File: src/rtl/core/vcd_pkg.sv
// Package for the vending change dispenser: widths, codes, token type and coin arithmetic.
`timescale 1ns / 1ps
package vcd_pkg;

   localparam int COUNT_WIDTH = 16;
   localparam int OUT_W       = 16;
   localparam int PRICE_W     = 8;
   localparam int COIN_W      = 8;
   localparam int LIMIT_W     = 16;
   localparam int CSR_IDX_W   = 3;
   localparam int CSR_DATA_W  = 16;
   localparam int NUM_COINS   = 4;
   localparam int NUM_CELLS   = 4;
   // largest deposit value: 255 * (1 + 2 + 5 + 10) = 4590
   localparam int DEP_W       = 13;
   localparam int SUM_W       = ((COUNT_WIDTH > DEP_W) ? COUNT_WIDTH : DEP_W) + 1;
   localparam int RECIP_W     = 2 * COUNT_WIDTH;
   localparam int PROD_W      = 3 * COUNT_WIDTH;

   localparam logic [COUNT_WIDTH-1:0] CNT_MAX     = '1;
   localparam logic [COUNT_WIDTH-1:0] STOCK_RESET = COUNT_WIDTH'(100);
   localparam logic [PRICE_W-1:0]     PRICE_A_RESET = PRICE_W'(40);
   localparam logic [PRICE_W-1:0]     PRICE_B_RESET = PRICE_W'(30);
   localparam logic [PRICE_W-1:0]     PRICE_C_RESET = PRICE_W'(20);
   localparam logic [PRICE_W-1:0]     PRICE_D_RESET = PRICE_W'(10);
   localparam logic [LIMIT_W-1:0]     LIMIT_RESET   = LIMIT_W'(200);

   // reciprocals for divide by 10 and by 5, exact for any COUNT_WIDTH-bit dividend
   localparam logic [RECIP_W-1:0] RECIP_TEN  =
      RECIP_W'({1'b1, {RECIP_W{1'b0}}} / 10 + 1);
   localparam logic [RECIP_W-1:0] RECIP_FIVE =
      RECIP_W'({1'b1, {RECIP_W{1'b0}}} / 5 + 1);

   typedef enum logic [CSR_IDX_W-1:0] {
      CSR_PRICE_A = 3'd0,
      CSR_PRICE_B = 3'd1,
      CSR_PRICE_C = 3'd2,
      CSR_PRICE_D = 3'd3,
      CSR_LIMIT   = 3'd4
   } csr_idx_type;

   typedef enum logic {
      OP_SELECT  = 1'b0,
      OP_DEPOSIT = 1'b1
   } op_type;

   typedef enum logic [1:0] {
      STAT_OPENED  = 2'd0,
      STAT_SHORT   = 2'd1,
      STAT_DONE    = 2'd2,
      STAT_IGNORED = 2'd3
   } status_type;

   typedef enum logic [1:0] {
      COIN_ONE  = 2'd0,
      COIN_TWO  = 2'd1,
      COIN_FIVE = 2'd2,
      COIN_TEN  = 2'd3
   } coin_type;

   typedef coin_type cell_coin_type [NUM_CELLS];
   // change is paid from the largest coin down
   localparam cell_coin_type CELL_COIN = '{COIN_TEN, COIN_FIVE, COIN_TWO, COIN_ONE};

   typedef struct packed {
      status_type                                status;
      logic [PRICE_W-1:0]                        due;
      logic                                      pay;
      logic [COUNT_WIDTH-1:0]                    bal;
      logic [NUM_COINS-1:0][COIN_W-1:0]          add;
      logic [NUM_COINS-1:0][COUNT_WIDTH-1:0]     change;
      logic [NUM_COINS-1:0][COUNT_WIDTH-1:0]     excess;
   } tok_type;

   function automatic logic [COUNT_WIDTH-1:0] sat_add(
      input logic [COUNT_WIDTH-1:0] a,
      input logic [DEP_W-1:0]       b
   );
      logic [SUM_W-1:0] sum;
      sum = SUM_W'(a) + SUM_W'(b);
      return (sum > SUM_W'(CNT_MAX)) ? CNT_MAX : sum[COUNT_WIDTH-1:0];
   endfunction

   function automatic logic [COUNT_WIDTH-1:0] coin_quot(
      input logic [COUNT_WIDTH-1:0] bal,
      input coin_type               coin
   );
      logic [PROD_W-1:0] prod;
      prod = '0;
      case (coin)
         COIN_TEN: begin
            prod = PROD_W'(bal) * PROD_W'(RECIP_TEN);
            return prod[PROD_W-1:RECIP_W];
         end
         COIN_FIVE: begin
            prod = PROD_W'(bal) * PROD_W'(RECIP_FIVE);
            return prod[PROD_W-1:RECIP_W];
         end
         COIN_TWO: return bal >> 1;
         default:  return bal;
      endcase
   endfunction

   function automatic logic [COUNT_WIDTH-1:0] coin_value(
      input logic [COUNT_WIDTH-1:0] cnt,
      input coin_type               coin
   );
      case (coin)
         COIN_TEN:  return (cnt << 3) + (cnt << 1);
         COIN_FIVE: return (cnt << 2) + cnt;
         COIN_TWO:  return cnt << 1;
         default:   return cnt;
      endcase
   endfunction

endpackage

File: src/rtl/core/vcd_if.sv
// Request and response channel interfaces of the vending change dispenser.
`timescale 1ns / 1ps
interface vcd_req_if;
   logic       valid;
   logic       ready;
   logic       op;
   logic [1:0] product;
   logic [7:0] coins_one;
   logic [7:0] coins_two;
   logic [7:0] coins_five;
   logic [7:0] coins_ten;

   modport source (
      output valid, op, product, coins_one, coins_two, coins_five, coins_ten,
      input  ready
   );
   modport sink (
      input  valid, op, product, coins_one, coins_two, coins_five, coins_ten,
      output ready
   );
endinterface

interface vcd_rsp_if;
   logic        valid;
   logic        ready;
   logic [1:0]  status;
   logic [7:0]  amount_due;
   logic [15:0] change_ten;
   logic [15:0] change_five;
   logic [15:0] change_two;
   logic [15:0] change_one;
   logic [15:0] change_unpaid;
   logic [15:0] excess_one;
   logic [15:0] excess_two;
   logic [15:0] excess_five;
   logic [15:0] excess_ten;

   modport source (
      output valid, status, amount_due, change_ten, change_five, change_two, change_one,
             change_unpaid, excess_one, excess_two, excess_five, excess_ten,
      input  ready
   );
   modport sink (
      input  valid, status, amount_due, change_ten, change_five, change_two, change_one,
             change_unpaid, excess_one, excess_two, excess_five, excess_ten,
      output ready
   );
endinterface

File: src/rtl/core/vcd_head.sv
// Sale control stage: price registers, open sale, paid sum; launches tokens into the coin cells.
`timescale 1ns / 1ps
module vcd_head
   import vcd_pkg::*;
(
   input  logic                  clock,
   input  logic                  reset,
   input  logic                  csr_we,
   input  logic [CSR_IDX_W-1:0]  csr_index,
   input  logic [CSR_DATA_W-1:0] csr_wdata,
   vcd_req_if.sink               req_chan,
   output tok_type               tok,
   output logic                  tok_valid,
   input  logic                  tok_ready,
   output logic [LIMIT_W-1:0]    limit
);

   logic [PRICE_W-1:0]     price_a_ff, price_b_ff, price_c_ff, price_d_ff;
   logic [LIMIT_W-1:0]     limit_ff;
   logic                   sale_open_ff, sale_open_in;
   logic [PRICE_W-1:0]     sale_price_ff, sale_price_in;
   logic [COUNT_WIDTH-1:0] paid_ff, paid_in;
   tok_type                tok_ff, tok_in;
   logic                   valid_ff;
   logic                   fire;
   logic [PRICE_W-1:0]     price_sel;
   logic [DEP_W-1:0]       dep_val;
   logic [COUNT_WIDTH-1:0] paid_new;
   logic [COUNT_WIDTH-1:0] price_ext;

   assign req_chan.ready = !valid_ff || tok_ready;
   assign fire           = req_chan.valid && req_chan.ready;
   assign tok            = tok_ff;
   assign tok_valid      = valid_ff;
   assign limit          = limit_ff;

   always_comb begin
      case (req_chan.product)
         2'd0:    price_sel = price_a_ff;
         2'd1:    price_sel = price_b_ff;
         2'd2:    price_sel = price_c_ff;
         default: price_sel = price_d_ff;
      endcase

      dep_val = DEP_W'(req_chan.coins_one)
              + (DEP_W'(req_chan.coins_two) << 1)
              + (DEP_W'(req_chan.coins_five) << 2) + DEP_W'(req_chan.coins_five)
              + (DEP_W'(req_chan.coins_ten) << 3) + (DEP_W'(req_chan.coins_ten) << 1);
      paid_new  = sat_add(paid_ff, dep_val);
      price_ext = COUNT_WIDTH'(sale_price_ff);

      sale_open_in  = sale_open_ff;
      sale_price_in = sale_price_ff;
      paid_in       = paid_ff;
      tok_in        = '0;

      case (op_type'(req_chan.op))
         OP_SELECT: begin
            sale_open_in  = 1'b1;
            sale_price_in = price_sel;
            paid_in       = '0;
            tok_in.status = STAT_OPENED;
            tok_in.due    = price_sel;
         end
         default: begin
            if (!sale_open_ff) begin
               tok_in.status = STAT_IGNORED;
            end else begin
               tok_in.add[COIN_ONE]  = req_chan.coins_one;
               tok_in.add[COIN_TWO]  = req_chan.coins_two;
               tok_in.add[COIN_FIVE] = req_chan.coins_five;
               tok_in.add[COIN_TEN]  = req_chan.coins_ten;
               if (paid_new < price_ext) begin
                  paid_in       = paid_new;
                  tok_in.status = STAT_SHORT;
                  tok_in.due    = PRICE_W'(price_ext - paid_new);
               end else begin
                  sale_open_in  = 1'b0;
                  paid_in       = '0;
                  tok_in.status = STAT_DONE;
                  tok_in.pay    = 1'b1;
                  tok_in.bal    = paid_new - price_ext;
               end
            end
         end
      endcase
   end

   always_ff @(posedge clock) begin
      if (reset) begin
         price_a_ff    <= PRICE_A_RESET;
         price_b_ff    <= PRICE_B_RESET;
         price_c_ff    <= PRICE_C_RESET;
         price_d_ff    <= PRICE_D_RESET;
         limit_ff      <= LIMIT_RESET;
         sale_open_ff  <= 1'b0;
         sale_price_ff <= '0;
         paid_ff       <= '0;
         valid_ff      <= 1'b0;
      end else begin
         if (csr_we) begin
            case (csr_idx_type'(csr_index))
               CSR_PRICE_A: price_a_ff <= csr_wdata[PRICE_W-1:0];
               CSR_PRICE_B: price_b_ff <= csr_wdata[PRICE_W-1:0];
               CSR_PRICE_C: price_c_ff <= csr_wdata[PRICE_W-1:0];
               CSR_PRICE_D: price_d_ff <= csr_wdata[PRICE_W-1:0];
               CSR_LIMIT:   limit_ff   <= csr_wdata[LIMIT_W-1:0];
               default: ;
            endcase
         end
         if (fire) begin
            sale_open_ff  <= sale_open_in;
            sale_price_ff <= sale_price_in;
            paid_ff       <= paid_in;
         end
         if (req_chan.ready) begin
            valid_ff <= req_chan.valid;
         end
      end
   end

   always_ff @(posedge clock) begin
      if (fire) begin
         tok_ff <= tok_in;
      end
   end

   a_closed_sale_no_paid: assert property (@(posedge clock) disable iff (reset)
      !sale_open_ff |-> paid_ff == '0)
      else $error("paid sum held while no sale is open");

   a_select_opens: assert property (@(posedge clock) disable iff (reset)
      fire && req_chan.op == OP_SELECT |=> sale_open_ff && valid_ff
         && tok_ff.status == STAT_OPENED)
      else $error("select did not open a sale");

   a_done_closes: assert property (@(posedge clock) disable iff (reset)
      fire && tok_in.status == STAT_DONE |=> !sale_open_ff && tok_ff.pay)
      else $error("completed sale left open");

endmodule

File: src/rtl/core/vcd_cell.sv
// Coin cell: holds one denomination's stock, takes deposits, pays greedy change, reports excess.
`timescale 1ns / 1ps
module vcd_cell
   import vcd_pkg::*;
(
   input  logic               clock,
   input  logic               reset,
   input  coin_type           coin,
   input  logic [LIMIT_W-1:0] limit,
   input  tok_type            up_tok,
   input  logic               up_valid,
   output logic               up_ready,
   output tok_type            dn_tok,
   output logic               dn_valid,
   input  logic               dn_ready
);

   logic [COUNT_WIDTH-1:0] stock_ff, stock_in;
   tok_type                tok_ff, tok_in;
   logic                   valid_ff;
   logic                   fire;
   logic [COUNT_WIDTH-1:0] stock_sum;
   logic [COUNT_WIDTH-1:0] want;
   logic [COUNT_WIDTH-1:0] give;

   assign up_ready = !valid_ff || dn_ready;
   assign fire     = up_valid && up_ready;
   assign dn_tok   = tok_ff;
   assign dn_valid = valid_ff;

   always_comb begin
      stock_sum = sat_add(stock_ff, DEP_W'(up_tok.add[coin]));
      want      = coin_quot(up_tok.bal, coin);
      give      = up_tok.pay ? ((want < stock_sum) ? want : stock_sum) : '0;
      stock_in  = stock_sum - give;

      tok_in              = up_tok;
      tok_in.bal          = up_tok.bal - coin_value(give, coin);
      tok_in.change[coin] = give;
      tok_in.excess[coin] = (SUM_W'(stock_in) > SUM_W'(limit))
                          ? COUNT_WIDTH'(SUM_W'(stock_in) - SUM_W'(limit)) : '0;
   end

   always_ff @(posedge clock) begin
      if (reset) begin
         stock_ff <= STOCK_RESET;
         valid_ff <= 1'b0;
      end else begin
         if (fire) begin
            stock_ff <= stock_in;
         end
         if (up_ready) begin
            valid_ff <= up_valid;
         end
      end
   end

   always_ff @(posedge clock) begin
      if (fire) begin
         tok_ff <= tok_in;
      end
   end

   a_stock_moves_on_transaction: assert property (@(posedge clock) disable iff (reset)
      !fire |=> $stable(stock_ff))
      else $error("coin stock changed without a transaction");

endmodule

File: src/rtl/core/vending_change_dispenser.sv
// Top level of the vending change dispenser: sale control stage and a chain of four coin cells.
//
//   channel   direction  handshake          payload
//   req_chan  in         valid / ready      op, product, coins_one/two/five/ten
//   rsp_chan  out        valid / ready      status, amount_due, change_*, excess_*
//   csr_*     in         csr_we, no wait    csr_index, csr_wdata
//
// One transaction per cycle sustained while rsp_chan is ready; each result passes the sale stage,
// loaded at the edge that accepts its request, then the ten, five, two and one coin cells, each
// a register stage.
// Each cell owns its coin stock, so a transaction sees the stock left by the one ahead.
// Synchronous active-high reset restores prices, limit and stocks; no clearing pass.
// Ready is chained back stage by stage: a stalled response holds only the stages behind
// it that are full, and bubbles still fill.
`timescale 1ns / 1ps
module vending_change_dispenser
   import vcd_pkg::*;
(
   input  logic                  clock,
   input  logic                  reset,
   input  logic                  csr_we,
   input  logic [CSR_IDX_W-1:0]  csr_index,
   input  logic [CSR_DATA_W-1:0] csr_wdata,
   vcd_req_if.sink               req_chan,
   vcd_rsp_if.source             rsp_chan
);

   tok_type            tok   [NUM_CELLS+1];
   logic               valid [NUM_CELLS+1];
   logic               ready [NUM_CELLS+1];
   logic [LIMIT_W-1:0] limit;

   vcd_head u_head (
      .clock     (clock),
      .reset     (reset),
      .csr_we    (csr_we),
      .csr_index (csr_index),
      .csr_wdata (csr_wdata),
      .req_chan  (req_chan),
      .tok       (tok[0]),
      .tok_valid (valid[0]),
      .tok_ready (ready[0]),
      .limit     (limit)
   );

   for (genvar i = 0; i < NUM_CELLS; i++) begin : g_cell
      vcd_cell u_cell (
         .clock    (clock),
         .reset    (reset),
         .coin     (CELL_COIN[i]),
         .limit    (limit),
         .up_tok   (tok[i]),
         .up_valid (valid[i]),
         .up_ready (ready[i]),
         .dn_tok   (tok[i+1]),
         .dn_valid (valid[i+1]),
         .dn_ready (ready[i+1])
      );
   end

   assign ready[NUM_CELLS]      = rsp_chan.ready;
   assign rsp_chan.valid        = valid[NUM_CELLS];
   assign rsp_chan.status       = tok[NUM_CELLS].status;
   assign rsp_chan.amount_due   = tok[NUM_CELLS].due;
   assign rsp_chan.change_ten   = OUT_W'(tok[NUM_CELLS].change[COIN_TEN]);
   assign rsp_chan.change_five  = OUT_W'(tok[NUM_CELLS].change[COIN_FIVE]);
   assign rsp_chan.change_two   = OUT_W'(tok[NUM_CELLS].change[COIN_TWO]);
   assign rsp_chan.change_one   = OUT_W'(tok[NUM_CELLS].change[COIN_ONE]);
   assign rsp_chan.change_unpaid = OUT_W'(tok[NUM_CELLS].bal);
   assign rsp_chan.excess_one   = OUT_W'(tok[NUM_CELLS].excess[COIN_ONE]);
   assign rsp_chan.excess_two   = OUT_W'(tok[NUM_CELLS].excess[COIN_TWO]);
   assign rsp_chan.excess_five  = OUT_W'(tok[NUM_CELLS].excess[COIN_FIVE]);
   assign rsp_chan.excess_ten   = OUT_W'(tok[NUM_CELLS].excess[COIN_TEN]);

endmodule
File: src/flat_wrapper.sv
// flat-port wrapper written by rule: the top's interface ports become plain ports
module vending_change_dispenser_flat import vcd_pkg::*;
  (clock, reset, csr_we, csr_index, csr_wdata, req_chan_valid, req_chan_op, req_chan_product, req_chan_coins_one, req_chan_coins_two, req_chan_coins_five, req_chan_coins_ten, req_chan_ready, rsp_chan_valid, rsp_chan_status, rsp_chan_amount_due, rsp_chan_change_ten, rsp_chan_change_five, rsp_chan_change_two, rsp_chan_change_one, rsp_chan_change_unpaid, rsp_chan_excess_one, rsp_chan_excess_two, rsp_chan_excess_five, rsp_chan_excess_ten, rsp_chan_ready);
  vcd_req_if req_chan_i ();
  vcd_rsp_if rsp_chan_i ();
  input  logic clock;
  input  logic reset;
  input  logic csr_we;
  input  logic [CSR_IDX_W-1:0] csr_index;
  input  logic [CSR_DATA_W-1:0] csr_wdata;
  input wire logic [$bits(req_chan_i.valid)-1:0] req_chan_valid;
  input wire logic [$bits(req_chan_i.op)-1:0] req_chan_op;
  input wire logic [$bits(req_chan_i.product)-1:0] req_chan_product;
  input wire logic [$bits(req_chan_i.coins_one)-1:0] req_chan_coins_one;
  input wire logic [$bits(req_chan_i.coins_two)-1:0] req_chan_coins_two;
  input wire logic [$bits(req_chan_i.coins_five)-1:0] req_chan_coins_five;
  input wire logic [$bits(req_chan_i.coins_ten)-1:0] req_chan_coins_ten;
  output wire logic [$bits(req_chan_i.ready)-1:0] req_chan_ready;
  output wire logic [$bits(rsp_chan_i.valid)-1:0] rsp_chan_valid;
  output wire logic [$bits(rsp_chan_i.status)-1:0] rsp_chan_status;
  output wire logic [$bits(rsp_chan_i.amount_due)-1:0] rsp_chan_amount_due;
  output wire logic [$bits(rsp_chan_i.change_ten)-1:0] rsp_chan_change_ten;
  output wire logic [$bits(rsp_chan_i.change_five)-1:0] rsp_chan_change_five;
  output wire logic [$bits(rsp_chan_i.change_two)-1:0] rsp_chan_change_two;
  output wire logic [$bits(rsp_chan_i.change_one)-1:0] rsp_chan_change_one;
  output wire logic [$bits(rsp_chan_i.change_unpaid)-1:0] rsp_chan_change_unpaid;
  output wire logic [$bits(rsp_chan_i.excess_one)-1:0] rsp_chan_excess_one;
  output wire logic [$bits(rsp_chan_i.excess_two)-1:0] rsp_chan_excess_two;
  output wire logic [$bits(rsp_chan_i.excess_five)-1:0] rsp_chan_excess_five;
  output wire logic [$bits(rsp_chan_i.excess_ten)-1:0] rsp_chan_excess_ten;
  input wire logic [$bits(rsp_chan_i.ready)-1:0] rsp_chan_ready;
  assign req_chan_i.valid = req_chan_valid;
  assign req_chan_i.op = req_chan_op;
  assign req_chan_i.product = req_chan_product;
  assign req_chan_i.coins_one = req_chan_coins_one;
  assign req_chan_i.coins_two = req_chan_coins_two;
  assign req_chan_i.coins_five = req_chan_coins_five;
  assign req_chan_i.coins_ten = req_chan_coins_ten;
  assign req_chan_ready = req_chan_i.ready;
  assign rsp_chan_valid = rsp_chan_i.valid;
  assign rsp_chan_status = rsp_chan_i.status;
  assign rsp_chan_amount_due = rsp_chan_i.amount_due;
  assign rsp_chan_change_ten = rsp_chan_i.change_ten;
  assign rsp_chan_change_five = rsp_chan_i.change_five;
  assign rsp_chan_change_two = rsp_chan_i.change_two;
  assign rsp_chan_change_one = rsp_chan_i.change_one;
  assign rsp_chan_change_unpaid = rsp_chan_i.change_unpaid;
  assign rsp_chan_excess_one = rsp_chan_i.excess_one;
  assign rsp_chan_excess_two = rsp_chan_i.excess_two;
  assign rsp_chan_excess_five = rsp_chan_i.excess_five;
  assign rsp_chan_excess_ten = rsp_chan_i.excess_ten;
  assign rsp_chan_i.ready = rsp_chan_ready;
  vending_change_dispenser u_core (.clock(clock), .reset(reset), .csr_we(csr_we), .csr_index(csr_index), .csr_wdata(csr_wdata), .req_chan(req_chan_i), .rsp_chan(rsp_chan_i));
endmodule
File: config.mk
export PLATFORM = sky130hd
export DESIGN_NAME = vending_change_dispenser_flat
export DESIGN_NICKNAME = d
export VERILOG_FILES = /design/src/rtl/core/vcd_pkg.sv /design/src/rtl/core/vcd_if.sv /design/src/rtl/core/vcd_head.sv /design/src/rtl/core/vcd_cell.sv /design/src/rtl/core/vending_change_dispenser.sv /design/src/flat_wrapper.sv
export SDC_FILE = /design/constraint.sdc
export NUM_CORES = 2
export LEC_CHECK = 0
export ABC_AREA = 0
export BUFFER_PORTS_ARGS = -buffer_cell sky130_fd_sc_hd__buf_2
export CELL_PAD_IN_SITES_DETAIL_PLACEMENT = 1
export CELL_PAD_IN_SITES_GLOBAL_PLACEMENT = 2
export CORE_UTILIZATION = 43
export CTS_BUF_LIST = sky130_fd_sc_hd__clkbuf_4 sky130_fd_sc_hd__clkbuf_8
export CTS_CLUSTER_SIZE = 20
export DETAILED_ROUTE_END_ITERATION = 16
export HOLD_SLACK_MARGIN = 0.06
export PLACE_DENSITY_LB_ADDON = 0.1
export SKIP_LAST_GASP = 1
export SLEW_MARGIN = 5
export SYNTH_ARGS = -nofsm -noshare
export SYNTH_HDL_FRONTEND = slang
export SYNTH_SLANG_ARGS = --single-unit
File: constraint.sdc
create_clock -name clock -period 12.5 [get_ports clock]
set_clock_uncertainty 0.1 [all_clocks]
set_input_delay 1.25 -clock clock [delete_from_list [all_inputs] [get_ports clock]]
set_output_delay 1.25 -clock clock [all_outputs]
set_load 0.02 [all_outputs]
# Word-level counts from Yosys, hierarchy flattened
# Cells that the tools add are included.
# totals
in_bits	59
out_inout_bits	156
elab_cells	169
ff_bits	676
# classes
mul	2
reduce_logical	26
mux	26
eq_ne	7
n_bitwise	2
add_sub_neg	26
magnitude_cmp	14
# op_table
op	n
2-to-1 mux 16 bit	16
subtractor 16 bit	12
multiplier 16 x 28 -> 44 bit, second input constant	2
greater-than comparator 17 x 16 -> 1 bit, second input constant	5
adder 16 x 8 -> 17 bit	4
greater-than comparator 16 bit	4
2-to-1 mux 57 bit	1
adder 16 bit	2
case mux 8 bit (3 select lines)	1
adder 16 x 13 -> 17 bit	1
2-to-1 mux 17 bit	1
< comparator 13 x 16 -> 1 bit	1
< comparator 14 x 16 -> 1 bit	1
< comparator 15 x 16 -> 1 bit	1
< comparator 16 bit	1
< comparator 16 x 8 -> 1 bit	1
2-to-1 mux 8 bit	2
AND reduction 2 bit	8
subtractor 16 x 8 -> 16 bit	1
adder 12 x 11 -> 13 bit	1
adder 13 x 9 -> 13 bit	1
adder 11 x 8 -> 12 bit	1
adder 10 x 10 -> 11 bit	1
adder 8 x 9 -> 10 bit	1
other kinds (16)	33

# Longest topological paths before layout
# depth
word_depth	12
depth_mapped	54
mapped_depth_nobuf	53

# Cells and area by module
# A second synthesis with hierarchy kept.
# unflattened
hier_cells	7813
area_unflattened_um2	76957.6
# modules_own_cells
mod	seq_area_each_um2	cells_each	instances	area_each_um2
vcd_cell at u_core.g_cell[1].u_cell	5955.7	1725	1	17146.4
vcd_cell at u_core.g_cell[0].u_cell	5955.7	1737	1	17116.4
vcd_cell at u_core.g_cell[3].u_cell	5955.7	1704	1	17073.9
vcd_cell at u_core.g_cell[2].u_cell	5955.7	1738	1	17021.3
vcd_head	3253.1	907	1	8592.0
vending_change_dispenser	0.0	2	1	7.5

# Least setup slack after synthesis
# No wires, ideal clock.
# synth_timing
path_kind	reg2reg
startpoint	register u_core.u_head.tok_ff (netlist bit u_core.u_head.tok[173])
endpoint	register u_core.g_cell[0].u_cell.tok_ff (netlist bit u_core.g_cell[0].u_cell.dn_tok[52]) (data pin)
stages_incl_launch_ff	49
synth_period_minus_slack_ns	11.310
setup_time_ns	0.266
path_slack_ns	1.190
t_required_ns	12.134
t_arrival_ns	10.944
cell_sequence	edfxtp_1 -> ha_1 -> inv_1 -> fa_1 -> inv_1 -> fa_1 -> inv_1 -> fa_1 -> fa_1 -> fa_1 -> inv_1 -> ha_1 -> nand3_1 -> nor2_1 -> o41ai_2 -> o21ai_0 -> a21bo_2 -> a21o_1 -> [... 13 more ...] -> o211ai_1 -> ha_1 -> nor2b_1 -> o21ai_0 -> a21boi_0 -> o21ai_0 -> a21boi_0 -> o21ai_0 -> a21oi_1 -> o41ai_1 -> o211ai_1 -> xor2_1 -> ha_1 -> nand4_1 -> or2_2 -> o31ai_1 -> clkbuf_1 -> nor2_1
# synth_via
elab_chain_cells	6
elab_cells_between_ends	7
cone_classes	add/sub: 2; mul: 1; order compare: 2; mux: 2
# synth_lines
element	line_no	source
start, declared	vcd_head.sv:23	tok_type tok_ff, tok_in;
start signal, assigned	vcd_head.sv:124	tok_ff <= tok_in;
multiplier 16 x 28 -> 44 bit (*)	vcd_pkg.sv:92	prod = PROD_W'(bal) * PROD_W'(RECIP_TEN);
< comparator 13 x 16 -> 1 bit	vcd_cell.sv:34	give = up_tok.pay ? ((want < stock_sum) ? want : stock_sum) : '0;
2-to-1 mux 16 bit (*) (2 in series)	vcd_cell.sv:34	
subtractor 16 bit (*)	vcd_cell.sv:35	stock_in = stock_sum - give;
net u_core.g_cell[0].u_cell.stock_in[14]	vcd_cell.sv:18	logic [COUNT_WIDTH-1:0] stock_ff, stock_in;
greater-than comparator 16 bit (*)	vcd_cell.sv:40	tok_in.excess[coin] = (SUM_W'(stock_in) > SUM_W'(limit))
end signal, assigned	vcd_cell.sv:60	tok_ff <= tok_in;
end, declared	vcd_cell.sv:19	tok_type tok_ff, tok_in;
# Mark *: on every way through the listed nets, which the timed path passes. The rest lies on a longest branch.
# A chain may end at the register's enable or synchronous reset.

# Worst setup path after layout
# layout_timing
startpoint	register u_core.u_head.tok_ff (netlist bit u_core.u_head.tok[173])
endpoint	register u_core.g_cell[0].u_cell.tok_ff (netlist bit u_core.g_cell[0].u_cell.dn_tok[51]) (data pin)
# The elaborated chain is that of the path after synthesis.

==> flow_summary.html <==
<table>
<tr><th>Metric</th><th>Value</th></tr>
<tr><th colspan="2">Logic synthesis</th></tr>
<tr><td>Dominant combinational cell family by area after synthesis</td><td>adder cells</td></tr>
<tr><td>Yosys Warn Count</td><td>0</td></tr>
<tr><td>Prevailing post-synth register cell</td><td>sky130_fd_sc_hd__edfxtp_1</td></tr>
<tr><td>Most numerous cell in the Yosys netlist</td><td>sky130_fd_sc_hd__ha_1</td></tr>
<tr><td>Most used standard cells in the synthesized netlist</td><td>580 x sky130_fd_sc_hd__ha_1, 576 x sky130_fd_sc_hd__inv_1, 534 x sky130_fd_sc_hd__edfxtp_1</td></tr>
<tr><td>Area fraction in compound gates after synthesis</td><td>10.5%</td></tr>
<tr><td>Fraction of registers with async set or reset after synthesis</td><td>0%</td></tr>
<tr><td>Adder and majority gate portion of the synthesized area</td><td>25.8%</td></tr>
<tr><td>Fraction of synthesized area in multiplexers</td><td>2.07%</td></tr>
<tr><td>Share of synthesized cell area in and, or, nand and nor gates</td><td>11.3%</td></tr>
<tr><td>Count of flip-flops with a built-in enable after synthesis</td><td>534</td></tr>
<tr><td>Area share of xor/xnor cells in the synthesized design</td><td>4.26%</td></tr>
<tr><td>Post-synthesis cell type with the largest combined area</td><td>sky130_fd_sc_hd__edfxtp_1</td></tr>
<tr><td>Number of library cell types mapped by synthesis</td><td>90</td></tr>
<tr><td>Portion of synthesized cell area occupied by the leading cell type</td><td>34.5%</td></tr>
<tr><td>Post-synthesis instance area</td><td>46,400 um2</td></tr>
<tr><td>Post-Synthesis Cells</td><td>4,321</td></tr>
<tr><td>Proportion of synthesized chip area in sequential cells</td><td>40.6%</td></tr>
<tr><td>Mean instance size in the synthesized netlist</td><td>10.7 um2</td></tr>
<tr><td>Largest cells by area after synthesis</td><td>sky130_fd_sc_hd__edfxtp_1 35%, sky130_fd_sc_hd__ha_1 16%, sky130_fd_sc_hd__fa_1 10%, sky130_fd_sc_hd__dfxtp_1 6.1%, sky130_fd_sc_hd__inv_1 4.7%</td></tr>
<tr><td>#FFs+latches synth</td><td>676</td></tr>
<tr><th colspan="2">Cells and area</th></tr>
<tr><td>Fraction of layout cells with a size suffix above 1</td><td>12.2%</td></tr>
<tr><td>Layout Cell Area excl Fill</td><td>52,300 um2</td></tr>
<tr><td>Area overhead of the layout relative to synthesis</td><td>12.6%</td></tr>
<tr><td>Number of nets in the layout</td><td>5,525</td></tr>
<tr><th colspan="2">Route</th></tr>
<tr><td>Length of the first detailed-routing pass in iterations</td><td>7</td></tr>
<tr><td>Average via count per standard cell</td><td>5.27</td></tr>
<tr><td>Count of vias placed by the detailed router</td><td>32,473</td></tr>
<tr><td>Antenna Violating Nets Remaining</td><td>0</td></tr>
<tr><td>Number of DRC markers in iteration 0</td><td>1,561</td></tr>
<tr><td>DRC</td><td>0</td></tr>
<tr><td>Final wirelength</td><td>133,000 um</td></tr>
<tr><td>Post-DR wirelength/cell</td><td>21.6 um</td></tr>
<tr><th colspan="2">Critical path</th></tr>
<tr><td>R2R Path Start</td><td>u_core.u_head.tok[173]</td></tr>
<tr><td>Crit path top cell by count</td><td>sky130_fd_sc_hd__fa_1</td></tr>
<tr><td>CP delay by family, top</td><td>compound AO/OA/AOI/OAI gates</td></tr>
<tr><td>Type of element launching the critical path</td><td>register</td></tr>
<tr><td>Number of buffers and inverters on the critical path</td><td>6</td></tr>
<tr><td>Critical path class</td><td>reg -&gt; reg</td></tr>
<tr><td>Kind of end point of the critical path</td><td>register</td></tr>
<tr><td>Slowest cell on crit path</td><td>sky130_fd_sc_hd__fa_1</td></tr>
<tr><td>Crit Path Max Fanout</td><td>16</td></tr>
<tr><td>Worst endpoint required time</td><td>13,030 ps</td></tr>
<tr><td>Endpoint of the worst register-to-register path</td><td>u_core.g_cell[0].u_cell.dn_tok[51]</td></tr>
<tr><td>Critical Path Max Stage Delay</td><td>550 ps</td></tr>
<tr><td>R2r setup slk</td><td>510 ps</td></tr>
<tr><td>Crit path arrival time</td><td>12,520 ps</td></tr>
<tr><td>Number of cells traversed by the worst register-to-register path</td><td>50</td></tr>
<tr><th colspan="2">Place</th></tr>
<tr><td>Post-DP Area</td><td>49,300 um2</td></tr>
<tr><td>GPL Wtd Cong</td><td>0.863</td></tr>
<tr><td>Port Buf Inserts</td><td>214</td></tr>
<tr><td>Detailed-placement wirelength estimate</td><td>107,000 um</td></tr>
<tr><th colspan="2">CTS</th></tr>
<tr><td>TritonCTS buffer count</td><td>115</td></tr>
<tr><td>Clock tree buffer depth</td><td>3</td></tr>
<tr><td>CTS H-tree lvls</td><td>3</td></tr>
<tr><td>Number of hold buffers added after cts</td><td>0</td></tr>
<tr><td>Number of sinks on the clock net</td><td>676</td></tr>
<tr><td>CTS tree</td><td>yes</td></tr>
<tr><td>Clock slew at the register clock pins of the worst setup and hold paths</td><td>70 ps</td></tr>
<tr><td>Clock insertion delay at the later pin of the skew report</td><td>800 ps</td></tr>
<tr><td>Root buffer cell</td><td>sky130_fd_sc_hd__clkbuf_8</td></tr>
<tr><th colspan="2">Floorplan</th></tr>
<tr><td>Die outline width</td><td>331 um</td></tr>
<tr><td>Initial core utilization</td><td>43.4%</td></tr>
<tr><td># IOs</td><td>215</td></tr>
<tr><td>Core ar.</td><td>107,000 um2</td></tr>
<tr><td>DIE AREA</td><td>109,000 um2</td></tr>
<tr><td>Die Span Y</td><td>331 um</td></tr>
<tr><td>Number of cell rows</td><td>120</td></tr>
<tr><th colspan="2">Job</th></tr>
<tr><td>Number of max-capacitance violations reported</td><td>0</td></tr>
<tr><th colspan="2">Timing</th></tr>
<tr><td>Count of endpoints failing setup in the final report</td><td>0</td></tr>
<tr><td>Transition at the pin with the smallest max-transition slack</td><td>1270 ps</td></tr>
<tr><td>Final Hold Violating Endpoints</td><td>0</td></tr>
<tr><td>Share of the clock period used by the worst path after layout</td><td>95.9%</td></tr>
<tr><td>Achievable frequency</td><td>83.4 MHz</td></tr>
<tr><td>Max-slew headroom</td><td>14.4%</td></tr>
<tr><td>Final Max Tran Viols</td><td>0</td></tr>
<tr><td>Post-route minimum period</td><td>11,990 ps</td></tr>
<tr><th colspan="2">Hold path</th></tr>
<tr><td>End point of the most critical hold path</td><td>u_core.g_cell[2].u_cell.dn_tok[108]</td></tr>
<tr><td>Count of cells along the worst hold path</td><td>0</td></tr>
<tr><td>Worst hold path type</td><td>reg -&gt; reg</td></tr>
<tr><td>Min-delay src</td><td>u_core.g_cell[1].u_cell.dn_tok[108]</td></tr>
<tr><th colspan="2">Global route</th></tr>
<tr><td>Via count of the first global-routing pass</td><td>33,768</td></tr>
<tr><td>Pin count of the biggest net entering global routing</td><td>102</td></tr>
<tr><td>First-pass GRT wire length</td><td>201,000 um</td></tr>
<tr><td>Number of antenna violations at the first check in global routing</td><td>12</td></tr>
<tr><td>Total Routing Usage GR</td><td>24.5%</td></tr>
<tr><td>Remaining Overflow, GRT</td><td>0</td></tr>
<tr><th colspan="2">Status</th></tr>
<tr><td>Result of the run</td><td>complete, no violations</td></tr>
</table>
==> flip-flops by register name, summed over array words and instances, names as in the netlist <==
register	count
u_core.g_cell.u_cell.dn_tok	475
u_core.g_cell.u_cell.stock_ff	64
u_core.u_head.tok	59
u_core.u_head.limit	16
u_core.u_head.paid_ff	16
u_core.u_head.price_a_ff	8
u_core.u_head.price_b_ff	8
u_core.u_head.price_c_ff	8
u_core.u_head.price_d_ff	8
u_core.u_head.sale_price_ff	8
u_core.g_cell.u_cell.dn_valid	4
u_core.u_head.sale_open_ff	1
u_core.u_head.tok_valid	1
==> worst max-delay path by stage <==
| stage | start | cells after the start | endpoint | slack, ps |
|---|---|---|---|---|
| 2_1_floorplan | u_core.u_head.tok[173] | 48 | u_core.g_cell[0].u_cell.dn_tok[52] | 1190 |
| 3_3_place_gp | u_core.u_head.tok[168] | 49 | u_core.g_cell[0].u_cell.dn_tok[53] | 390 |
| 3_5_place_dp | u_core.u_head.tok[165] | 47 | u_core.g_cell[0].u_cell.dn_tok[51] | 160 |
| 4_1_cts | u_core.u_head.tok[165] | 47 | u_core.g_cell[0].u_cell.dn_tok[51] | 70 |
| 5_1_grt | u_core.u_head.tok[173] | 50 | u_core.g_cell[0].u_cell.dn_tok[51] | -60 |
| 6_report | u_core.u_head.tok[173] | 50 | u_core.g_cell[0].u_cell.dn_tok[51] | 510 |
==> per-layer routing <==
metal	share of wire (%)	GRT usage, %	up-vias
met2	47	40.3	564
met1	46	33.1	16022
li1	-	-	15733
met4	2.7	7.95	4
met5	0.017	0.0870	-
met3	4.0	3.37	150
==> cell families after synthesis <==
family | after synthesis
AO/OA/AOI/OAI | 753
XOR/XNOR | 226
adder cells (fa/ha/maj) | 815
other | 2
buffers and inverters | 655
AND/OR/NAND/NOR | 1111
flip-flops | 676
multiplexers | 83
==> stage by stage <==
| step | utilization (%) | worst slack [ps] | hold WS [ps] | setup TNS [ps] | instances |
|---|---|---|---|---|---|
| detailed placement | 46.0 | 163 | 305 | 0 | 5905 |
| CTS | 48.5 | 67.9 | 258 | 0 | 6123 |
| global placement | 46.0 | 390 | 300 | 0 | 5905 |
| floorplan | - | 1190 | 300 | 0 | 4330 |
| finish | 48.9 | 511 | 272 | 0 | 6157 |
| global route | 48.9 | -64.7 | 248 | -145 | 6157 |
==> final cells by class <==
type,instances,area (um2)
inverter,578,2180
sequential,676,18900
tap,1403,1760
clock inverter,57,666
fill,11681,54700
antenna,2,5.00
multi-input combinational,2999,25200
timing repair buffer,281,1580
clock buffer,161,2000
==> cells in the final DEF, fill, tap and decap left out, types with 52 or more instances in the layout <==
cell type,n
sky130_fd_sc_hd__ha_1,579
sky130_fd_sc_hd__edfxtp_1,534
sky130_fd_sc_hd__a21oi_1,230
sky130_fd_sc_hd__a21o_1,81
sky130_fd_sc_hd__nor3_1,76
sky130_fd_sc_hd__inv_1,573
sky130_fd_sc_hd__clkbuf_8,126
sky130_fd_sc_hd__nor2_1,272
sky130_fd_sc_hd__buf_2,213
sky130_fd_sc_hd__nand3_1,70
sky130_fd_sc_hd__fa_1,233
sky130_fd_sc_hd__nand2_1,366
sky130_fd_sc_hd__and3_1,57
sky130_fd_sc_hd__xnor2_1,153
sky130_fd_sc_hd__xor2_1,72
sky130_fd_sc_hd__dfxtp_1,142
sky130_fd_sc_hd__o21ai_0,128
sky130_fd_sc_hd__nor2b_1,61
sky130_fd_sc_hd__mux2i_1,52
sky130_fd_sc_hd__buf_4,68
sky130_fd_sc_hd__nand2b_1,59
==> repair_timing <==
action | 4_1_cts | 5_1_grt
gates resized for setup | 0 | 38
setup buffers | 0 | 32
setup endpoints to repair | 0 | 33
Power is left out: the tool's default activity adds up to more than one toggle a clock period on the data nets, which glitch-free logic cannot reach.
